$ cat config.mk
export PLATFORM = sky130hd
export DESIGN_NAME = stup_ctrl
export DESIGN_NICKNAME = d
export VERILOG_FILES = /design/src/stup_pkg.sv /design/src/stup_ctrl.sv
export SDC_FILE = /design/constraint.sdc
export NUM_CORES = 1
export LEC_CHECK = 0
export BUFFER_PORTS_ARGS = -buffer_cell sky130_fd_sc_hd__buf_2
export CAP_MARGIN = 20
export CORE_MARGIN = 2
export CORE_UTILIZATION = 42
export DETAILED_ROUTE_END_ITERATION = 16
export PLACE_DENSITY = 0.82
export RECOVER_POWER = 100
export SLEW_MARGIN = 40
export SYNTH_ARGS = -nofsm -noshare
export SYNTH_HDL_FRONTEND = slang
export SYNTH_SLANG_ARGS = --single-unit
$ cat constraint.sdc
create_clock -name clk -period 2.05 [get_ports clk]
set_input_delay 0.615 -clock clk [delete_from_list [all_inputs] [get_ports clk]]
set_output_delay 0.615 -clock clk [all_outputs]
set_load 0.01 [all_outputs]
$ cat src/stup_pkg.sv
// shared types, codes and character helpers for the string to unsigned parser
package stup_pkg;

  // result status codes
  localparam logic [1:0] ST_OK      = 2'd0;
  localparam logic [1:0] ST_INVALID = 2'd1;
  localparam logic [1:0] ST_RANGE   = 2'd2;

  // radix after reset and radix limits
  localparam logic [5:0] RADIX_RESET = 6'd10;
  localparam logic [5:0] RADIX_AUTO  = 6'd0;
  localparam logic [5:0] RADIX_MIN   = 6'd2;
  localparam logic [5:0] RADIX_MAX   = 6'd36;
  localparam logic [5:0] RADIX_OCT   = 6'd8;
  localparam logic [5:0] RADIX_DEC   = 6'd10;
  localparam logic [5:0] RADIX_HEX   = 6'd16;

  // character codes
  localparam logic [7:0] CH_NUL   = 8'h00;
  localparam logic [7:0] CH_TAB   = 8'h09;
  localparam logic [7:0] CH_CR    = 8'h0D;
  localparam logic [7:0] CH_SPACE = 8'h20;
  localparam logic [7:0] CH_PLUS  = 8'h2B;
  localparam logic [7:0] CH_MINUS = 8'h2D;
  localparam logic [7:0] CH_ZERO  = 8'h30;
  localparam logic [7:0] CH_NINE  = 8'h39;
  localparam logic [7:0] CH_UA    = 8'h41;
  localparam logic [7:0] CH_UX    = 8'h58;
  localparam logic [7:0] CH_UZ    = 8'h5A;
  localparam logic [7:0] CH_LA    = 8'h61;
  localparam logic [7:0] CH_LX    = 8'h78;
  localparam logic [7:0] CH_LZ    = 8'h7A;

  // digit value of a non-digit character, above every legal base
  localparam logic [5:0] DIGIT_NONE = 6'd63;
  localparam logic [5:0] ALPHA_BASE = 6'd10;

  // parse phase, one-hot
  typedef enum logic [6:0] {
    PH_BLANK  = 7'b0000001,
    PH_BODY   = 7'b0000010,
    PH_ZERO   = 7'b0000100,
    PH_HEXPFX = 7'b0001000,
    PH_DIGITS = 7'b0010000,
    PH_DONE   = 7'b0100000,
    PH_DRAIN  = 7'b1000000
  } phase_t;

  // base update selection
  typedef enum logic [1:0] {
    BS_KEEP = 2'd0,
    BS_DEC  = 2'd1,
    BS_OCT  = 2'd2,
    BS_HEX  = 2'd3
  } base_sel_t;

  // commands from controller to datapath
  typedef struct packed {
    logic      latch_base;
    logic      step;
    logic      set_sign;
    logic      mark_zero;
    logic      digit;
    base_sel_t base_sel;
    logic      emit;
    logic      clear;
  } cmd_t;

  // status from datapath to controller
  typedef struct packed {
    logic is_nul;
    logic is_blank;
    logic is_sign;
    logic is_zero;
    logic is_x;
    logic dig_ok;
    logic base_ok;
    logic auto_or_hex;
    logic pos_zero;
  } sts_t;

  // digit value of a character, DIGIT_NONE when it is no digit
  function automatic logic [5:0] char_value(input logic [7:0] c);
    logic [7:0] v;
    v = 8'd0;
    if (c >= CH_ZERO && c <= CH_NINE) begin
      v = c - CH_ZERO;
      return v[5:0];
    end
    if (c >= CH_LA && c <= CH_LZ) begin
      v = c - CH_LA;
      return v[5:0] + ALPHA_BASE;
    end
    if (c >= CH_UA && c <= CH_UZ) begin
      v = c - CH_UA;
      return v[5:0] + ALPHA_BASE;
    end
    return DIGIT_NONE;
  endfunction

  // legal base: auto or 2..36
  function automatic logic base_ok(input logic [5:0] b);
    return (b == RADIX_AUTO) || (b >= RADIX_MIN && b <= RADIX_MAX);
  endfunction

endpackage

$ cat src/stup_ctrl.sv
// parse controller: phase state machine and handshake control
module stup_ctrl (
  input  logic          clk,
  input  logic          rst_n,
  input  logic          in_valid,
  input  logic          in_last,
  output logic          in_ready,
  input  logic          out_ready,
  output logic          out_valid,
  input  stup_pkg::sts_t sts,
  output stup_pkg::cmd_t cmd
);
  import stup_pkg::*;

  phase_t phase_r, phase_nxt;
  logic   out_valid_r, out_valid_nxt;
  logic   accept;
  logic   body_start;

  // input is taken whenever the result slot is free or being emptied
  assign in_ready  = !out_valid_r || out_ready;
  assign accept    = in_valid && in_ready;
  assign out_valid = out_valid_r;

  // phase decode and datapath commands
  always_comb begin
    cmd        = '0;
    cmd.base_sel = BS_KEEP;
    phase_nxt  = phase_r;
    body_start = 1'b0;
    if (accept) begin
      if (phase_r == PH_DRAIN) begin
        if (in_last) begin
          cmd.clear = 1'b1;
          phase_nxt = PH_BLANK;
        end
      end else begin
        cmd.latch_base = (phase_r == PH_BLANK) && sts.pos_zero;
        if (sts.is_nul) begin
          cmd.emit  = 1'b1;
          cmd.clear = 1'b1;
          phase_nxt = in_last ? PH_BLANK : PH_DRAIN;
        end else begin
          cmd.step = 1'b1;
          unique case (phase_r) inside
            PH_BLANK: begin
              if (sts.is_blank) begin
                phase_nxt = PH_BLANK;
              end else if (sts.is_sign) begin
                cmd.set_sign = 1'b1;
                phase_nxt    = PH_BODY;
              end else begin
                body_start = 1'b1;
              end
            end
            PH_BODY: begin
              body_start = 1'b1;
            end
            PH_ZERO: begin
              if (sts.is_x) begin
                cmd.base_sel = BS_HEX;
                phase_nxt    = PH_HEXPFX;
              end else begin
                cmd.base_sel = BS_OCT;
                cmd.digit    = 1'b1;
                phase_nxt    = sts.dig_ok ? PH_DIGITS : PH_DONE;
              end
            end
            PH_HEXPFX, PH_DIGITS: begin
              cmd.digit = 1'b1;
              phase_nxt = sts.dig_ok ? PH_DIGITS : PH_DONE;
            end
            default: begin
              phase_nxt = phase_r;
            end
          endcase
          // first character of the number body
          if (body_start) begin
            if (!sts.base_ok) begin
              phase_nxt = PH_DONE;
            end else if (sts.is_zero && sts.auto_or_hex) begin
              cmd.mark_zero = 1'b1;
              phase_nxt     = PH_ZERO;
            end else begin
              cmd.base_sel = BS_DEC;
              cmd.digit    = 1'b1;
              phase_nxt    = sts.dig_ok ? PH_DIGITS : PH_DONE;
            end
          end
          // string end
          if (in_last) begin
            cmd.emit  = 1'b1;
            cmd.clear = 1'b1;
            phase_nxt = PH_BLANK;
          end
        end
      end
    end
  end

  // result slot occupancy
  always_comb begin
    if (cmd.emit) begin
      out_valid_nxt = 1'b1;
    end else if (out_ready) begin
      out_valid_nxt = 1'b0;
    end else begin
      out_valid_nxt = out_valid_r;
    end
  end

  // state registers
  always_ff @(posedge clk) begin
    if (!rst_n) begin
      phase_r     <= PH_BLANK;
      out_valid_r <= 1'b0;
    end else begin
      phase_r     <= phase_nxt;
      out_valid_r <= out_valid_nxt;
    end
  end

endmodule

# After elaboration in Yosys (flattened, before gate mapping)
# Cells that the tools add are included.
totals:
  ff_bits: 8
  in_bits: 14
  out_inout_bits: 11
  word_cells: 58
classes:
  eq_ne: 8
  n_mux: 39
  n_reduce_logical: 9
op_table:
  columns: ["op", "count"]
  rows:
  - ["$mux W7", 8]
  - ["$mux W6", 5]
  - ["$pmux W7 S3", 1]
  - ["$mux W1", 15]
  - ["$mux W9", 1]
  - ["$mux W4", 2]
  - ["$mux W8", 1]
  - ["$eq A7 B1 Y1 const B", 1]
  - ["$eq A7 B2 Y1 const B", 1]
  - ["$eq A7 B3 Y1 const B", 1]
  - ["$eq A7 B4 Y1 const B", 1]
  - ["$eq A7 B5 Y1 const B", 1]
  - ["$eq A7 B7 Y1 const B", 1]
  - ["$mux W2", 3]
  - ["$ne A6 B5 Y1 const B", 1]
  - ["$reduce_bool A6 Y1", 1]
  - ["$pmux W1 S2", 2]
  - ["$reduce_and A4 Y1", 1]
  - ["$logic_and A1 B1 Y1", 3]
  - ["$mux W3", 1]
  - ["$ne A2 B2 Y1 const B", 1]
  - ["$reduce_bool A2 Y1", 1]
  - ["$reduce_or A2 Y1", 1]
  - ["$logic_not A1 Y1", 1]
  - ["$logic_or A1 B1 Y1", 1]

# Logic depth before layout (Yosys ltp)
# Gate-level depths: netlist (run 1).
depth:
  word_depth: 11
  mapped_depth: 7
  depth_no_buf: 6

# Worst setup path after synthesis (run 1)
# OpenSTA, ideal clock, no wires.
synth_timing:
  path_type: "input port to output port"
  from: "input port out_ready"
  to: "output port cmd[3] (netlist bit)"
  t_arrival_ns: 1.678
  slack_ns: -0.243
  stages: 7
  n_path_buf: 1
  path_cell_list: "nand2b_1 > and2_1 > buf_2 > nand2_1 > or2_1 > inv_1 > and2_1"
synth_lines:
  columns: ["element", "line", "rtl"]
  rows:
  - ["start: declaration", "stup_ctrl.sv:8", "input logic out_ready,"]
  - ["end: declaration", "stup_ctrl.sv:11", "output stup_pkg::cmd_t cmd"]

==> out/metrics.cfg, run 1 <==
[clock_tree]
clk_pin_slew_ns=0.06
cts.sinks=8
clk_latency_ns=0.26
numCtsBuffers=3
clk_path_buf_depth=2
cts_tree=built
htree_levels=1
root_buffer=clkbuf_4

[run_status]
violations=setup timing
status=finished with violations

[synth]
synth_area_sq_um=677
async_flop_share_pct=0
synth_edf_count=0
syn_area_per_cell_sq_um=7.78
synth_nets=101
yosysSeqAreaShare_pct=23.7
yosysMostFrequentCell=nand2_1
synth.area.top_cells=dfxtp_1 (24%), nand2_1 (6.1%), mux2i_1 (5.9%), nor2_1 (3.9%), nor4b_1 (3.9%)
synth-seq-cells=8
synthCells=87
synth_top_area_share_pct=23.7
ys_warn_count=0
synth_common_cells=nand2_1 (11), dfxtp_1 (8), nor2_1 (7)
synth-main-ff-cell=dfxtp_1
ys_types=41
yosys.area.top_type=dfxtp_1

[floorplan]
die_y_um=44.1
initial_core_util_pct=44.9
die_width_um=44.1
num_rows=14
coreArea_sq_um=1510
num_io_pins=25
dieArea_sq_um=1950

[sta]
skew_ns=0.00921
final-max-slew-violation-count=0
setup_violations=9
hold_viol_final=0
holdWs_ns=0.568
fmax_ghz=0.412
setup_slack_ns=-0.376
worstMarginPinSlew_ns=0.337
period_minus_slack_ns=2.43
post-route-period-util_pct=118
max-slew-margin-rel_pct=77.4
rsz0062_at_grt=yes

[pwr]
p_leak_nw=0.515
p_per_area_nw_per_um2=400
peakVddDrop_mv=0.300

[placed_design]
place_inst=139
gp_congestion=0.844
dp_hpwl_um=1520
numPortBuffers=24
post-place-ws_ns=-0.232

[critical_path]
critPathCaptureType=output pin
path_cells=nor4_4 -> nor4b_2 -> buf_4 -> a21oi_2 -> nor2_1 -> buf_2
crit_family=simple AND/OR/NAND/NOR gates
critPathMaxStageDelay_ns=0.36
crit_required_ns=1.43
crit_fanout=4
cp_num_buf_inv=2
startpoint_type=flip-flop
arrival_ns=1.81
cpMaxStageDelayCell=dfxtp_2
crit_type=flip-flop to output pin

[detailed_routing]
via_per_inst=6.38
dr_wl_met2_um=1500
postRouteAntennaNets=0
wl_met1_um=1140
maxUsedRoutingLayer=met4
first_pass_iters=4
drt_iter0_drc=66
drcViolationCount=0
via_count=957
wl_per_cell_um=20.3
wl_met3_um=254
drt_wl_total_um=3040

[cells_and_area]
diodes=0
syn_to_final_growth_pct=66.9
drive_gt1_share_pct=59.7
fin_cells=150
final_net_count=150

[grt]
grtUsageTotal_pct=26.9
gr-total-overflow=0
grt_pass1_wl_um=3860
grt_pass1_vias=878
grt_max_degree=10
antenna_found_initial=0

[job]
cap_violations=0

[hold_path]
hold_path.class=flip-flop to flip-flop

final timing paths:
check / startpoint / end / slack (ns) / cells after the start
max: phase_r[6] / cmd[2] / -0.38 / 6
min: phase_r[1] / phase_r[1] / 0.57 / 2
max reg2reg: phase_r[6] / phase_r[3] / 0.12 / 6
min reg2reg: phase_r[1] / phase_r[1] / 0.57 / 2
sequential cells by signal, indices dropped and copies added (netlist names):
name       flops
phase_r        7
out_valid      1
where the power goes:
part / switching [mW] / internal [mW] / total (mW)
Combinational: 0.0768 / 0.0817 / 0.159
Sequential: 0.0104 / 0.161 / 0.172
Clock: 0.0547 / 0.0671 / 0.122
Total: 0.142 / 0.310 / 0.452
worst register-to-register path, delay by kind of cell (launching register included):
family | cells | cell delay [ns]
DFF | 1 | 0.36
AOI/OAI and AO/OA | 3 | 0.73
and+or+nand+nor | 1 | 0.32
buffers and inverters | 1 | 0.19
muxes | 1 | 0.24
what timing repair did:
item	CTS	global route
gates resized for setup	22	11
hold buffers	0	0
buffers inserted	4	5
endpoints found under the setup margin	9	9
pin swaps	8	9
final cells by class:
cell class | count | area, sq um
Clock buffer | 3 | 22.5
Fill cell | 90 | 377
Inverter | 5 | 21.3
Multi-Input combinational cell | 69 | 557
Sequential cell | 8 | 169
Tap cell | 16 | 20.0
Timing Repair Buffer | 49 | 340
logic make-up (layout without fill, tap and decap cells):
kind of cell | after synthesis | in the layout | share of synthesized area, %
AO/OA/AOI/OAI | 19 | 19 | 20.5
XOR/XNOR | 2 | 2 | 2.59
buffers and inverters | 10 | 57 | 7.95
flip-flops | 8 | 8 | 23.7
multiplexers | 5 | 5 | 7.58
AND/OR/NAND/NOR | 43 | 43 | 37.7
metrics by stage:
stage | util (%) | cell area, sq um | total power, mW | setup TNS (ns)
global placement | 61.7 | 930 | 0.283 | -0.821
floorplan | - | 703 | 0.245 | -0.362
finish | 75.0 | 1130 | 0.452 | -1.93
global route | 75.0 | 1130 | 0.471 | -2.42
detailed placement | 61.7 | 930 | 0.287 | -1.08
CTS | 71.1 | 1070 | 0.417 | -1.15
metal layers:
layer  vias up  track usage [%]
met5         -                0
met4         0             16.4
met3        23             2.45
met2        89             47.4
met1       441             31.1
li1        404                -
cell usage in the layout, fill, tap and decap left out, types with 2 or more instances in the layout:
cell	netlist	layout
clkbuf_1	1	4
and2_4	0	2
mux2i_1	4	4
buf_4	2	20
nand3_1	3	2
a21boi_0	2	2
clkbuf_4	0	3
o211ai_1	1	2
nand2_1	11	9
nor2_1	7	6
inv_1	5	3
o21ai_0	1	2
or2_4	0	2
dfxtp_2	0	7
buf_2	1	17
nor4b_2	0	2
buf_6	1	8
a21oi_1	5	4
nand2b_1	3	2
nand2_2	1	2
o211a_1	2	2
Power figures use the tool's default switching activity.
==> run 2, diff against run 1 <==
--- a/config.mk
+++ b/config.mk
@@ -10,6 +10,7 @@
 export CORE_MARGIN = 2
 export CORE_UTILIZATION = 42
 export DETAILED_ROUTE_END_ITERATION = 16
+export GPL_TIMING_DRIVEN = 0
 export PLACE_DENSITY = 0.82
 export RECOVER_POWER = 100
 export SLEW_MARGIN = 40
==> run 2 against run 1 <==
The flow still finishes with violations (setup timing). Sequential cell count stayed put. First-iteration DRC count is 52% lower. Sequential power is 4% lower. Critical endpoint unchanged. Largest power group unchanged. Via count is 8.7% lower. Worst setup slack better by 0.088 ns. Final area is 3.2% lower. Non-clock buffer count is 2 lower. Sequential share of layout area is 0.61 points higher. Final cell count is 1.3% lower. Maximum frequency is 3.8% higher.
==> out/metrics.cfg, run 2 (synthesis results as in run 1) <==
[pwr]
p_per_area_nw_per_um2=393
switching_share_pct=30.3
p_leak_nw=0.495
sequentialPowerShare_pct=38.3
p_switching_mw=0.131
pwr-share-comb_pct=33.9
peakVddDrop_mv=0.249
p_clk_share_pct=27.8
p_int_mw=0.300

[floorplan]
die_width_um=44.1
die_y_um=44.1
num_rows=14
num_io_pins=25
dieArea_sq_um=1950
initial_core_util_pct=44.9
coreArea_sq_um=1510

[critical_path]
cp_num_buf_inv=3
arrival_ns=1.72
path_cells=buf_6 -> buf_4 -> nor2b_1 -> o211a_1 -> and3_4 -> a21oi_2 -> nor2_1 -> buf_2
crit_type=flip-flop to output pin
critPathCaptureType=output pin
critPathMaxStageDelay_ns=0.31
cpMaxStageDelayCell=dfxtp_1
startpoint_type=flip-flop
crit_family=simple AND/OR/NAND/NOR gates
crit_fanout=6
crit_required_ns=1.43

[grt]
grt_max_degree=10
grtUsageTotal_pct=25.8
grt_pass1_vias=827
grt_pass1_wl_um=3710
antenna_found_initial=0
gr-total-overflow=0

[detailed_routing]
maxUsedRoutingLayer=met4
dr_wl_met2_um=1160
drt_iter0_drc=32
drt_wl_total_um=2460
first_pass_iters=4
wl_met1_um=1060
via_per_inst=5.91
drcViolationCount=0
postRouteAntennaNets=0
via_count=874
wl_met3_um=156
wl_per_cell_um=16.6

[cells_and_area]
final_net_count=148
most-common-layout-cells=buf_4 (19), buf_2 (18), nand2_1 (10), buf_6 (6), nor2_1 (6)
largest_reg_flops=7
layout_commonest_cell=buf_4
fillCellCount=106
drive_gt1_share_pct=54.5
diodes=0
syn_to_final_growth_pct=61.6
regMostFlops=phase_r

[sta]
worstMarginPinSlew_ns=0.359
max-slew-margin-rel_pct=76.1
holdWs_ns=0.540
post-route-period-util_pct=114
period_minus_slack_ns=2.34
setup_violations=14
final-max-slew-violation-count=0
skew_ns=0.000537
setup_slack_ns=-0.288
fmax_ghz=0.428
rsz0062_at_grt=yes
hold_viol_final=0

[placed_design]
gp_congestion=0.803
post-place-ws_ns=-0.304
dp_hpwl_um=1290
numPortBuffers=23

[clock_tree]
clk_pin_slew_ns=0.05
cts.sinks=8
clk_path_buf_depth=2
cts_hold_buf=0
root_buffer=clkbuf_4
clk_latency_ns=0.25
cts_tree=built
htree_levels=1
numCtsBuffers=3

[run_status]
violations=setup timing
status=finished with violations

[hold_path]
hold_path.class=flip-flop to flip-flop

[job]
cap_violations=0

[run 2: cell types whose count changed in the layout (fill, tap and decap cells not counted), moves of 2 or more]
cell,previous run,this run
dfxtp_4,0,2
dfxtp_1,1,4
buf_6,8,6
dfxtp_2,7,2
[run 2: power groups by stage]
stage                     Clock (mW)  Sequential, mW  Combinational (mW)
after floorplan                    0           0.169              0.0764
after global placement             0           0.169               0.109
after detailed placement           0           0.169               0.112
after CTS                      0.125           0.163               0.130
after global routing           0.130           0.165               0.155
final                          0.120           0.165               0.146
[run 2: final timing paths]
path                   start    endpoint  slack (ns)  cells past startpoint
setup / recovery  phase_r[0]      cmd[2]       -0.29                      8
setup reg to reg  phase_r[3]  phase_r[3]       -0.24                     12
hold / removal    phase_r[2]  phase_r[2]        0.54                      2
hold reg to reg   phase_r[2]  phase_r[2]        0.54                      2
[run 2: worst reg2reg max path, cell delays in order, from the launching register on]
cell,delay [ns]
dfxtp_4,0.35
nor3_4,0.25
buf_4,0.15
nand3_1,0.14
buf_4,0.19
buf_4,0.12
buf_4,0.12
buf_4,0.12
buf_4,0.12
buf_4,0.13
o211a_1,0.21
buf_6,0.13
mux2i_1,0.17
[run 2: what timing repair did]
| action | CTS | global route |
|---|---|---|
| pin swaps | 10 | 6 |
| setup endpoints to repair | 9 | 14 |
| setup buffers | 17 | 4 |
| resized for setup | 18 | 6 |
[run 2: layout make-up]
cell class	count	area (sq um)	share of cell area, %
Buffer	4	33.8	3.09
Clock buffer	3	22.5	2.06
Tap cell	16	20.0	1.83
Inverter	5	21.3	1.95
Sequential cell	8	170	15.6
Multi-Input combinational cell	69	544	49.8
Timing Repair Buffer	43	282	25.7
[run 2: routing by layer]
layer | track usage (%) | vias up
met1 | 33.8 | 409
met4 | 15.8 | 0
met5 | 0 | -
met2 | 41.2 | 45
li1 | - | 409
met3 | 1.63 | 11
[run 2: metrics by stage]
step	util, %	total power [mW]	TNS [ns]	cell area [sq um]	cells
2_1_floorplan	-	0.245	-0.362	703	87
3_3_place_gp	55.6	0.277	-1.64	838	126
3_5_place_dp	55.6	0.280	-1.87	838	126
4_1_cts	69.9	0.419	-1.34	1050	145
5_1_grt	72.6	0.450	-3.98	1090	148
6_report	72.6	0.430	-3.04	1090	148
