File: src/stup_pkg.sv
// shared types, codes and character helpers for the string to unsigned parser
package stup_pkg;

  // result status codes
  localparam logic [1:0] ST_OK      = 2'd0;
  localparam logic [1:0] ST_INVALID = 2'd1;
  localparam logic [1:0] ST_RANGE   = 2'd2;

  // radix after reset and radix limits
  localparam logic [5:0] RADIX_RESET = 6'd10;
  localparam logic [5:0] RADIX_AUTO  = 6'd0;
  localparam logic [5:0] RADIX_MIN   = 6'd2;
  localparam logic [5:0] RADIX_MAX   = 6'd36;
  localparam logic [5:0] RADIX_OCT   = 6'd8;
  localparam logic [5:0] RADIX_DEC   = 6'd10;
  localparam logic [5:0] RADIX_HEX   = 6'd16;

  // character codes
  localparam logic [7:0] CH_NUL   = 8'h00;
  localparam logic [7:0] CH_TAB   = 8'h09;
  localparam logic [7:0] CH_CR    = 8'h0D;
  localparam logic [7:0] CH_SPACE = 8'h20;
  localparam logic [7:0] CH_PLUS  = 8'h2B;
  localparam logic [7:0] CH_MINUS = 8'h2D;
  localparam logic [7:0] CH_ZERO  = 8'h30;
  localparam logic [7:0] CH_NINE  = 8'h39;
  localparam logic [7:0] CH_UA    = 8'h41;
  localparam logic [7:0] CH_UX    = 8'h58;
  localparam logic [7:0] CH_UZ    = 8'h5A;
  localparam logic [7:0] CH_LA    = 8'h61;
  localparam logic [7:0] CH_LX    = 8'h78;
  localparam logic [7:0] CH_LZ    = 8'h7A;

  // digit value of a non-digit character, above every legal base
  localparam logic [5:0] DIGIT_NONE = 6'd63;
  localparam logic [5:0] ALPHA_BASE = 6'd10;

  // parse phase, one-hot
  typedef enum logic [6:0] {
    PH_BLANK  = 7'b0000001,
    PH_BODY   = 7'b0000010,
    PH_ZERO   = 7'b0000100,
    PH_HEXPFX = 7'b0001000,
    PH_DIGITS = 7'b0010000,
    PH_DONE   = 7'b0100000,
    PH_DRAIN  = 7'b1000000
  } phase_t;

  // base update selection
  typedef enum logic [1:0] {
    BS_KEEP = 2'd0,
    BS_DEC  = 2'd1,
    BS_OCT  = 2'd2,
    BS_HEX  = 2'd3
  } base_sel_t;

  // commands from controller to datapath
  typedef struct packed {
    logic      latch_base;
    logic      step;
    logic      set_sign;
    logic      mark_zero;
    logic      digit;
    base_sel_t base_sel;
    logic      emit;
    logic      clear;
  } cmd_t;

  // status from datapath to controller
  typedef struct packed {
    logic is_nul;
    logic is_blank;
    logic is_sign;
    logic is_zero;
    logic is_x;
    logic dig_ok;
    logic base_ok;
    logic auto_or_hex;
    logic pos_zero;
  } sts_t;

  // digit value of a character, DIGIT_NONE when it is no digit
  function automatic logic [5:0] char_value(input logic [7:0] c);
    logic [7:0] v;
    v = 8'd0;
    if (c >= CH_ZERO && c <= CH_NINE) begin
      v = c - CH_ZERO;
      return v[5:0];
    end
    if (c >= CH_LA && c <= CH_LZ) begin
      v = c - CH_LA;
      return v[5:0] + ALPHA_BASE;
    end
    if (c >= CH_UA && c <= CH_UZ) begin
      v = c - CH_UA;
      return v[5:0] + ALPHA_BASE;
    end
    return DIGIT_NONE;
  endfunction

  // legal base: auto or 2..36
  function automatic logic base_ok(input logic [5:0] b);
    return (b == RADIX_AUTO) || (b >= RADIX_MIN && b <= RADIX_MAX);
  endfunction

endpackage

File: src/stup_dp.sv
// parse datapath: radix register, accumulator, counters and result register
module stup_dp #(
  parameter int VALUE_BITS  = 64,
  parameter int OFFSET_BITS = 16
) (
  input  logic                   clk,
  input  logic                   rst_n,
  input  logic                   cfg_we,
  input  logic [5:0]             cfg_wdata,
  input  logic [7:0]             char_code,
  input  stup_pkg::cmd_t         cmd,
  output stup_pkg::sts_t         sts,
  output logic [VALUE_BITS-1:0]  res_value,
  output logic [OFFSET_BITS-1:0] res_end_offset,
  output logic [1:0]             res_status
);
  import stup_pkg::*;

  localparam int PW = VALUE_BITS + 6;
  localparam logic [VALUE_BITS-1:0] VALUE_MASK = '1;

  logic [5:0]             radix_r;
  logic [5:0]             base_r, base_nxt;
  logic                   neg_r, neg_nxt;
  logic [VALUE_BITS-1:0]  acc_r, acc_nxt;
  logic [OFFSET_BITS-1:0] pos_r, pos_nxt;
  logic [OFFSET_BITS-1:0] end_r, end_nxt;
  logic                   ovf_r, ovf_nxt;
  logic                   seen_r, seen_nxt;

  logic [VALUE_BITS-1:0]  o_acc_r;
  logic [OFFSET_BITS-1:0] o_end_r;
  logic                   o_neg_r;
  logic                   o_ovf_r;
  logic                   o_bad_r;

  logic [5:0]             base_eff;
  logic [5:0]             digit;
  logic [OFFSET_BITS-1:0] pos_inc;
  logic                   take;
  logic [PW-1:0]          prod;
  logic                   too_big;

  // base in force for this item: the radix on the first item of a string
  assign base_eff = cmd.latch_base ? radix_r : base_r;
  assign digit    = char_value(char_code);
  assign pos_inc  = (&pos_r) ? pos_r : pos_r + 1'b1;

  // base update
  always_comb begin
    case (cmd.base_sel)
      BS_DEC:  base_nxt = (base_eff == RADIX_AUTO) ? RADIX_DEC : base_eff;
      BS_OCT:  base_nxt = (base_eff == RADIX_AUTO) ? RADIX_OCT : base_eff;
      BS_HEX:  base_nxt = RADIX_HEX;
      default: base_nxt = base_eff;
    endcase
  end

  // character classes for the controller
  always_comb begin
    sts.is_nul      = (char_code == CH_NUL);
    sts.is_blank    = (char_code == CH_SPACE) || (char_code >= CH_TAB && char_code <= CH_CR);
    sts.is_sign     = (char_code == CH_PLUS) || (char_code == CH_MINUS);
    sts.is_zero     = (char_code == CH_ZERO);
    sts.is_x        = (char_code == CH_LX) || (char_code == CH_UX);
    sts.dig_ok      = (digit < base_nxt);
    sts.base_ok     = base_ok(base_eff);
    sts.auto_or_hex = (base_eff == RADIX_AUTO) || (base_eff == RADIX_HEX);
    sts.pos_zero    = (pos_r == '0);
  end

  // digit step: multiply-add with overflow from the bits above the value width
  assign take    = cmd.digit && sts.dig_ok;
  assign prod    = PW'(acc_r) * PW'(base_nxt) + PW'(digit);
  assign too_big = |prod[PW-1:VALUE_BITS];

  // next string state
  always_comb begin
    neg_nxt  = cmd.set_sign ? (char_code == CH_MINUS) : neg_r;
    seen_nxt = seen_r || cmd.mark_zero || take;
    end_nxt  = (cmd.mark_zero || take) ? pos_inc : end_r;
    pos_nxt  = cmd.step ? pos_inc : pos_r;
    acc_nxt  = acc_r;
    ovf_nxt  = ovf_r;
    if (take && !ovf_r) begin
      if (too_big) begin
        acc_nxt = VALUE_MASK;
        ovf_nxt = 1'b1;
      end else begin
        acc_nxt = prod[VALUE_BITS-1:0];
      end
    end
  end

  // radix register and string state
  always_ff @(posedge clk) begin
    if (!rst_n) begin
      radix_r <= RADIX_RESET;
      base_r  <= '0;
      neg_r   <= 1'b0;
      acc_r   <= '0;
      pos_r   <= '0;
      end_r   <= '0;
      ovf_r   <= 1'b0;
      seen_r  <= 1'b0;
    end else begin
      if (cfg_we) begin
        radix_r <= cfg_wdata;
      end
      if (cmd.clear) begin
        base_r <= '0;
        neg_r  <= 1'b0;
        acc_r  <= '0;
        pos_r  <= '0;
        end_r  <= '0;
        ovf_r  <= 1'b0;
        seen_r <= 1'b0;
      end else begin
        base_r <= base_nxt;
        neg_r  <= neg_nxt;
        acc_r  <= acc_nxt;
        pos_r  <= pos_nxt;
        end_r  <= end_nxt;
        ovf_r  <= ovf_nxt;
        seen_r <= seen_nxt;
      end
    end
  end

  // result register, loaded when a string ends
  always_ff @(posedge clk) begin
    if (cmd.emit) begin
      o_acc_r <= acc_nxt;
      o_end_r <= end_nxt;
      o_neg_r <= neg_nxt;
      o_ovf_r <= ovf_nxt;
      o_bad_r <= !base_ok(base_nxt) || !seen_nxt;
    end
  end

  // result formatting
  always_comb begin
    if (o_bad_r) begin
      res_value      = '0;
      res_end_offset = '0;
      res_status     = ST_INVALID;
    end else if (o_ovf_r) begin
      res_value      = VALUE_MASK;
      res_end_offset = o_end_r;
      res_status     = ST_RANGE;
    end else begin
      res_value      = o_neg_r ? (~o_acc_r + 1'b1) : o_acc_r;
      res_end_offset = o_end_r;
      res_status     = ST_OK;
    end
  end

endmodule

File: config.mk
export PLATFORM = sky130hd
export DESIGN_NAME = stup_dp
export DESIGN_NICKNAME = d
export VERILOG_FILES = /design/src/stup_pkg.sv /design/src/stup_dp.sv
export SDC_FILE = /design/constraint.sdc
export NUM_CORES = 1
export LEC_CHECK = 0
export ABC_AREA = 1
export ABC_CLOCK_PERIOD_IN_PS = 6380
export BUFFER_PORTS_ARGS = -buffer_cell sky130_fd_sc_hd__clkbuf_2
export CAP_MARGIN = 20
export CORE_ASPECT_RATIO = 0.6
export CORE_UTILIZATION = 47
export CTS_BUF_LIST = sky130_fd_sc_hd__clkbuf_4
export DETAILED_ROUTE_END_ITERATION = 12
export PLACE_DENSITY = 0.75
export SLEW_MARGIN = 10
export SYNTH_ARGS = -nofsm -noshare
export SYNTH_HDL_FRONTEND = slang
export SYNTH_SLANG_ARGS = --single-unit
export TNS_END_PERCENT = 50
File: constraint.sdc
create_clock -name clk -period 6.38 [get_ports clk]
set_input_delay 1.276 -clock clk [delete_from_list [all_inputs] [get_ports clk]]
set_output_delay 1.276 -clock clk [all_outputs]
set_load 0.005 [all_outputs]
# After elaboration in Yosys (flattened, before gate mapping)
# Cells that the tools add are included.
# Widths: inputs -> output; s select.
# totals
register_bits	194
input_bits	26
output_inout_bits	91
elab_cells	104
# classes
n_addsub	8
n_mul	1
magnitude_cmp	13
n_eq_ne	10
muxes	29
n_bitwise	2
reduce_logical	28
# ops
operator	count
$mux 64	5
$add 70x6->70	1
$mul 64x6->70	1
$add 64x1->64 const B	1
$not 64->64	1
$mux 6	9
$mux 16	3
$eq 8x6->1 const B	4
$pmux 6 s3	1
$add 16x1->16 const B	1
$eq 8x7->1 const B	2
$ge 8x7->1 const B	2
$le 8x7->1 const B	2
$logic_not 16->1	1
$reduce_and 16->1	1
$add 6x4->6 const B	2
$ge 6x2->1 const B	2
$le 6x6->1 const B	2
$logic_not 6->1	2
$sub 6x6->6 const B	2
$logic_or 1x1->1	10
$mux 1	9
$ge 8x4->1 const B	1
$ge 8x6->1 const B	1
14 further kinds	25

# Longest topological paths before layout
# Gate-level depths: netlist (run 1).
# depth
depth_word	14
depth_mapped	42
depth_no_buf	39

# Worst setup path after synthesis (run 1)
# Ideal clock, no wire load.
# synth_path
path_kind	input port to flip-flop
start	input port cmd[8] in the netlist's numbering
end	register o_acc_r[32] (data pin)
setup_time_ns	0.250
t_arrival_ns	6.627
required_ns	6.130
setup_slack_ns	-0.496
cell_stages	39
n_path_buf	2
cell_sequence	inv_1 or2_2 o21a_1 nor2_1 nand3_1 o21bai_1 nand2_1 clkbuf_1 inv_1 nand2_1 fa_1 fa_1 inv_1 fa_1 inv_1 fa_1 inv_1 ha_1 [... 3 more ...] nand2_1 inv_2 nand2_2 nand2_2 nand2_2 nand2_1 nand2_2 nand2_2 nand2_1 nand2_1 nand2_1 nor2_4 nand3_4 nor2_8 buf_12 nand3_2 nand2_2 inv_1
# synth_via
elab_chain_cells	9
word_cells_on_any_way	13
classes_between	add/sub: 1; mul: 1; order compare: 1; mux: 6; reduce/logical: 4
# synth_rtl
element	line_no	source
start: declaration	stup_dp.sv:11	input stup_pkg::cmd_t cmd,
$mux 6 (*)	stup_dp.sv:45	assign base_eff = cmd.latch_base ? radix_r : base_r;
$logic_not 6->1	stup_dp.sv:52, stup_dp.sv:53	
$mux 6, on equally long branches	stup_dp.sv:53, stup_dp.sv:52	
$pmux 6 s3 (*)	stup_dp.sv:51	case (cmd.base_sel)
$mul 64x6->70	stup_dp.sv:74	assign prod = PW'(acc_r) * PW'(base_nxt) + PW'(digit);
$add 70x6->70	stup_dp.sv:74	
$reduce_or 6->1	stup_dp.sv:75	assign too_big = |prod[PW-1:VALUE_BITS];
$mux 64	stup_dp.sv:86	if (too_big) begin
$mux 64 (*)	stup_dp.sv:85	if (take && !ovf_r) begin
via acc_nxt[32]	stup_dp.sv:25	logic [VALUE_BITS-1:0] acc_r, acc_nxt;
end signal: assignment	stup_dp.sv:133	o_acc_r <= acc_nxt;
end: declaration	stup_dp.sv:31	logic [VALUE_BITS-1:0] o_acc_r;
# Mark *: on every way through the listed nets, which the timed path passes. The rest lies on a longest branch.
# A chain may end at the register's enable or synchronous reset.

# Final worst setup path (run 1)
# layout_path
start	input port cmd[8] in the netlist's numbering
end	register o_acc_r[36] (data pin)
# The elaborated chain is that of the path after synthesis.

==> results of run 1 <==
[layer usage]
layer	GRT usage (%)	up-vias	part of all wire, %
met5	1.15	-	0.038
met4	5.43	2	1.7
met3	17.7	118	18
met2	41.3	1575	38
met1	46.8	11500	43
li1	-	11600	-
[cell families after synthesis]
logic type	count (synthesis)	synth area share, %
and+or+nand+nor	1682	30.2
buffers and inverters	688	11.1
DFF	194	18.9
adders and majority gates	415	28.4
xor gates and xnor gates	78	2.74
AOI/OAI and AO/OA	383	8.68
[final timing paths]
check                      to  startpoint
setup / recovery  o_acc_r[36]      cmd[8]
hold / removal      end_r[11]   end_r[11]
setup reg to reg  o_acc_r[36]  radix_r[2]
hold reg to reg     end_r[11]   end_r[11]
[where the power goes]
group          internal [mW]  switching (mW)  total, mW
logic                  0.986            1.41       2.40
clock network          0.197           0.552      0.749
registers               1.43           0.138       1.57
[cells in the final DEF (no fill, tap or decap), drive strengths merged, types with 38 or more instances in the layout]
cell    instances
clkbuf        134
o21ai         101
nor3           40
ha            163
xor2           41
a21oi         174
fa            252
dfxtp         111
nand2         750
buf           414
a31oi          38
nor2          676
inv           590
edfxtp         83
nand3         141
[Yosys cell counts, types with 2 or more instances]
cell type | instances | area [µm²]
nand2_1 | 650 | 2440
nor2_1 | 644 | 2420
inv_1 | 549 | 2060
fa_1 | 252 | 5040
a21oi_1 | 171 | 856
ha_1 | 163 | 2040
dfxtp_1 | 111 | 2220
nand2_2 | 98 | 613
o21ai_0 | 92 | 460
edfxtp_1 | 83 | 2490
nand3_1 | 74 | 370
nand3_2 | 66 | 661
clkbuf_1 | 60 | 225
xor2_1 | 41 | 359
a31oi_1 | 38 | 238
xnor2_1 | 37 | 324
inv_2 | 35 | 131
o21bai_1 | 34 | 255
nor3_1 | 32 | 160
nor2_2 | 23 | 144
or2_2 | 18 | 113
buf_2 | 15 | 75.1
nand4_1 | 15 | 93.8
nand3b_1 | 14 | 105
buf_1 | 13 | 48.8
a21o_1 | 12 | 90.1
nor4_1 | 11 | 68.8
nor2_4 | 8 | 90.1
nor3_2 | 8 | 80.1
o21ai_1 | 8 | 40.0
and3_1 | 6 | 37.5
buf_12 | 6 | 120
buf_6 | 6 | 67.6
o21a_1 | 6 | 45.0
buf_4 | 4 | 30.0
o211ai_1 | 4 | 30.0
or3_1 | 4 | 25.0
a211oi_1 | 3 | 22.5
a21oi_2 | 3 | 26.3
and2_1 | 3 | 18.8
a21boi_0 | 2 | 15.0
nand2_4 | 2 | 22.5
o31ai_1 | 2 | 15.0
[timing repair]
| item | 4_1_cts | 5_1_grt |
|---|---|---|
| setup buffers | 16 | 16 |
| endpoints found under the setup margin | 129 | 130 |
| gates cloned | 7 | 2 |
| pin swaps | 110 | 155 |
| hold endpoints to repair | 0 | 0 |
| resized for setup | 217 | 192 |
[flip-flops by register name, summed over array words and instances, names as in the netlist]
signal,flops
acc_r,64
o_acc_r,64
end_r,16
o_end_r,16
pos_r,16
base_r,6
radix_r,6
neg_r,1
o_bad_r,1
o_neg_r,1
o_ovf_r,1
ovf_r,1
seen_r,1
[cell type report]
type                    count  area, µm²  share of cell area (%)
repair buffers            531       4190                    13.1
diodes                      2       5.00                  0.0157
flip-flops and latches    194       4710                    14.8
inverters                 584       2210                    6.94
well taps                 693        867                    2.72
multi-input cells        2558      19500                    61.3
clock inverters            15        206                   0.648
clock buffers              17        128                   0.401
[critical path, delay by kind of cell]
kind	cells	cell delay [ns]
and+or+nand+nor	19	1.89
AOI/OAI and AO/OA	2	0.43
buffers and inverters	10	1.09
adders and majority gates	5	2.42
==> results.md, run 1 <==
* Status: finished, violations left
* Failing checks: setup timing
* Crit end category: register
* Final non-filler cell area at 31,900 µm²
* Clock Latency Late Sink at 0.70 ns
* Global-route usage over all layers at 32.3%
* Global-route wire length before repair at 134,000 µm
* Worst Skew at 0.0531 ns
* Core area at 51,600 µm²
* Antenna violations before repair at 1
* Largest net degree at the start of global routing at 75
* Prevailing post-synth register cell: dfxtp_1
* Post-synth EDFFs at 83
* Number of global-route vias before repair at 23,400
* Layout cell share with drive strength beyond 1 at 29.8%
* Count of state elements after synthesis at 194
* Clock Path Buffers at 2
* Max_cap viols at 0
* Rows at 64
* Die area at 54,000 µm²
* Hold_buf cts at 0
* Die height at 180 µm
* TritonCTS Sinks at 194
* CTS root buf: clkbuf_4
* Syn Inst Count at 3,440
* Number of buffers added on ports at 116
* Synthesis Warnings at 0
* Routed len/inst at 19.4 µm
* RSZ-0062 raised after global routing: true
* Fillers at 4,313
* CTS H-tree depth at 4
* Final Hold Violating Endpoints at 0
* CP max stage cell: fa_1
* Worst endpoint required time at 6.86 ns
* Crit path largest cell delay at 0.56 ns
* Area growth syn-to-layout at 27.7%
* Final-report max-slew violation count at 0
* Top cell by count, worst path: nand2_2
* Setup CP Type: in -> reg
* Distinct cells, synth at 57
* Synthesized Nets at 3,881
* Pwr per Cell Area at 148 nW/µm²
* Drt via density at 5.40
* Hold Crit Depth at 2
* Leakage power at 16.2 nW
* Gp weighted congestion at 0.997
* # setup viols final at 128
* Pre-Repair DR Iteration Count at 6
* Worst setup SP type: primary input
* Final Non-Filler Cells at 4,594
* DP Area at 28,900 µm²
* Highest clock rate at 150 MHz
* Placed insts at 4,521
* Worst r2r path cells at 35
* CTS Buf Count at 17
* Hpwl dp at 67,400 µm
* Mapped Area at 24,900 µm²
* Slew @ Worst Pin at 1.01 ns
* Antenna-violating nets left at 0
* VDD IR max at 0.108 mV
* Post-synthesis sequential area ratio at 18.9%
* Fin util at 61.7%
* Fin crit share at 104%
* Worst-path clk slew at 0.20 ns
* Syn Area/Cell at 7.25 µm²
* Final WS setup at -0.282 ns
* Worst R2R Setup Slack at 0.11 ns
* Place WS at -1.01 ns
* Overall power at 4.72 mW
* 1st-iter DRT viols at 3,131
* DR vias at 24,800
* Post-synth ARST share at 0%
* HP Class: reg -> reg
* Congestion Overflow GR at 0
* Setup TNS at -21.01 ns
* Horiz. Die Dim at 299 µm
* CP Max Fanout at 8
* Crit path time final at 6.66 ns
* CP arrival at 7.14 ns
* Hold Slack at 0.484 ns
* Final net count at 4,327
* Starting Density at 48.3%
* Final wirelength at 89,200 µm
* CTS tree: built
* Drt drc at 0
* I/O pin total at 117
* Rel. slew slack at 32.9%
Note: power is estimated with default switching activity, not from simulation.
==> run 2, diff against run 1 <==
ABC_AREA = default   (was 1)
CORE_ASPECT_RATIO = 1.4   (was 0.6)
CORE_MARGIN = 1   (was default)
==> results.md, run 2 <==
* CTS Buf Count at 17
* Yosys top cell area share at 21.9%
* Drt drc at 0
* I/O pin total at 117
* Max_cap viols at 0
* Fin crit share at 114%
* Rows at 95
* Gp weighted congestion at 0.961
* Hold path start: pos_r[1]
* Count of state elements after synthesis at 194
* Number of buffers added on ports at 116
* Routed len/inst at 20.2 µm
* Starting Density at 47.8%
* Area growth syn-to-layout at 25.3%
* DP Area at 26,900 µm²
* Most common cell after layout, fill and taps aside: buf_4
* Setup CP Type: in -> reg
* Reg2reg start: radix_r[5]
* CP Max Fanout at 8
* Final WS setup at -0.863 ns
* Crit path largest cell delay at 0.53 ns
* RSZ-0062 raised after global routing: true
* VDD IR max at 0.132 mV
* 1st-iter DRT viols at 1,789
* Rel. slew slack at 20.9%
* Synth area leaders: fa_1 (22%), edfxtp_1 (11%), dfxtp_1 (9.6%)
* Worst Skew at 0.0362 ns
* CTS root buf: clkbuf_4
* Worst-path clk slew at 0.18 ns
* Compound-Gate Fraction of Synth Area at 15.4%
* Overall power at 3.02 mW
* Gr busiest metal: met2
* Synthesis Warnings at 0
* Top cell by count, worst path: fa_1
* Synthesized Nets at 2,994
* Die height at 264 µm
* Post-synth ARST share at 0%
* Core area at 48,300 µm²
* Final-report max-slew violation count at 0
* Met3 Use GR at 3.45%
* Fin util at 59.9%
* Worst setup SP type: primary input
* Final wirelength at 72,400 µm
* Die area at 49,900 µm²
* HP Class: reg -> reg
* # setup viols final at 130
* Yosys top cell by area: fa_1
* TritonCTS Sinks at 194
* Final net count at 3,386
* Layout cell share with drive strength beyond 1 at 25.7%
* Slew @ Worst Pin at 1.19 ns
* Critical path origin: cmd[8]
* Horiz. Die Dim at 189 µm
* Clock Latency Late Sink at 0.71 ns
* CTS H-tree depth at 4
* Antenna violations before repair at 1
* Syn Inst Count at 2,553
* Largest family of logic cells by synthesized area: adder cells
* Largest net degree at the start of global routing at 84
* CP arrival at 7.70 ns
* CP max stage cell: fa_1
* Pre-Repair DR Iteration Count at 6
* Final non-filler cell area at 28,900 µm²
* Mapped Area at 23,000 µm²
* Met1 Track Usage GR at 33.1%
* Drt via density at 5.97
* Antenna-violating nets left at 0
* Hold_buf cts at 0
* DR vias at 21,500
* Number of global-route vias before repair at 22,700
* Hold Slack at 0.511 ns
* Pwr per Cell Area at 104 nW/µm²
* Syn Area/Cell at 9.03 µm²
* Top cells by count, synth: and2_1 (275), fa_1 (252), a21oi_1 (213), nor2_1 (206), ha_1 (163)
* Global-route usage over all layers at 28.7%
* Regs by FF count: acc_r (64), o_acc_r (64)
* Post-synth EDFFs at 83
* Mux cell area share after synthesis at 0.988%
* Hpwl dp at 52,800 µm
* Prevailing post-synth register cell: dfxtp_1
* Clock Path Buffers at 2
* Final Hold Violating Endpoints at 0
* Status: finished, violations left
* Post-synthesis sequential area ratio at 20.5%
* Failing checks: setup timing
* CTS tree: built
* Crit path time final at 7.24 ns
* Crit end category: register
* Congestion Overflow GR at 0
* Highest clock rate at 138 MHz
* Global-route wire length before repair at 115,000 µm
* Most frequent cell after synthesis: and2_1
* Leakage power at 13.9 nW
* GRT met2 Usage at 52.0%
* Most frequent cells in the layout: buf_4 (372), and2_1 (269), fa_1 (250)
* Fillers at 4,018
* Worst endpoint required time at 6.84 ns
* Synth Area in Simple Gates at 22.9%
* Place WS at -1.69 ns
* Synth Area in XOR/XNOR at 5.47%
* Distinct cells, synth at 83
* Post-Synth Adder-Cell Area at 30.7%
run 2: critical path: cells and delay by family:
kind / cells / cell delay (ns)
buffers and inverters: 8 / 1.06
and+or+nand+nor: 7 / 1.14
adders and majority gates: 5 / 2.26
AOI/OAI and AO/OA: 9 / 1.63
muxes: 1 / 0.31
run 2: metal layers:
metal	part of all wire (%)	vias up
met2	51	909
li1	-	9711
met5	0	-
met4	5.1	0
met3	5.7	243
met1	38	10600
run 2: cells by family after synthesis:
kind of cell | after synthesis
simple gates | 969
compound gates | 571
fa+ha+maj | 415
buf+inv | 238
flops | 194
xor+xnor | 144
mux | 22
run 2: power by group:
part	switching, mW	total [mW]	internal (mW)
Sequential	0.0658	1.42	1.36
Combinational	0.484	0.850	0.366
Clock	0.558	0.745	0.186
run 2: area by class of cell:
class                      instances  area (µm²)  area share (%)
inverter                          76         285           0.987
clock buffer                      17         128           0.442
clock inverter                    15         183           0.632
sequential                       194        4710            16.3
tap                              630         788            2.73
multi-input combinational       2121       18500            63.9
antenna                            3        7.51          0.0260
timing repair buffer             535        4310            14.9
run 2: what timing repair did:
item,CTS,global route
gates resized for setup,82,112
setup buffers,18,23
cloned,10,2
setup endpoints to repair,130,130
pin swaps,25,54
run 2: stage by stage:
step,instances,setup TNS [ns]
2_1_floorplan,2553,-122.45
3_3_place_gp,3503,-195.77
3_5_place_dp,3503,-204.65
4_1_cts,3563,-84.82
5_1_grt,3589,-127.69
6_report,3591,-101.08
run 2: path summary, 6_finish.rpt:
kind                  to  slack (ns)  cells past startpoint
min reg2reg     pos_r[1]        0.51                      2
max          o_acc_r[52]       -0.86                     30
max reg2reg  o_acc_r[52]       -0.47                     29
min             pos_r[1]        0.51                      2
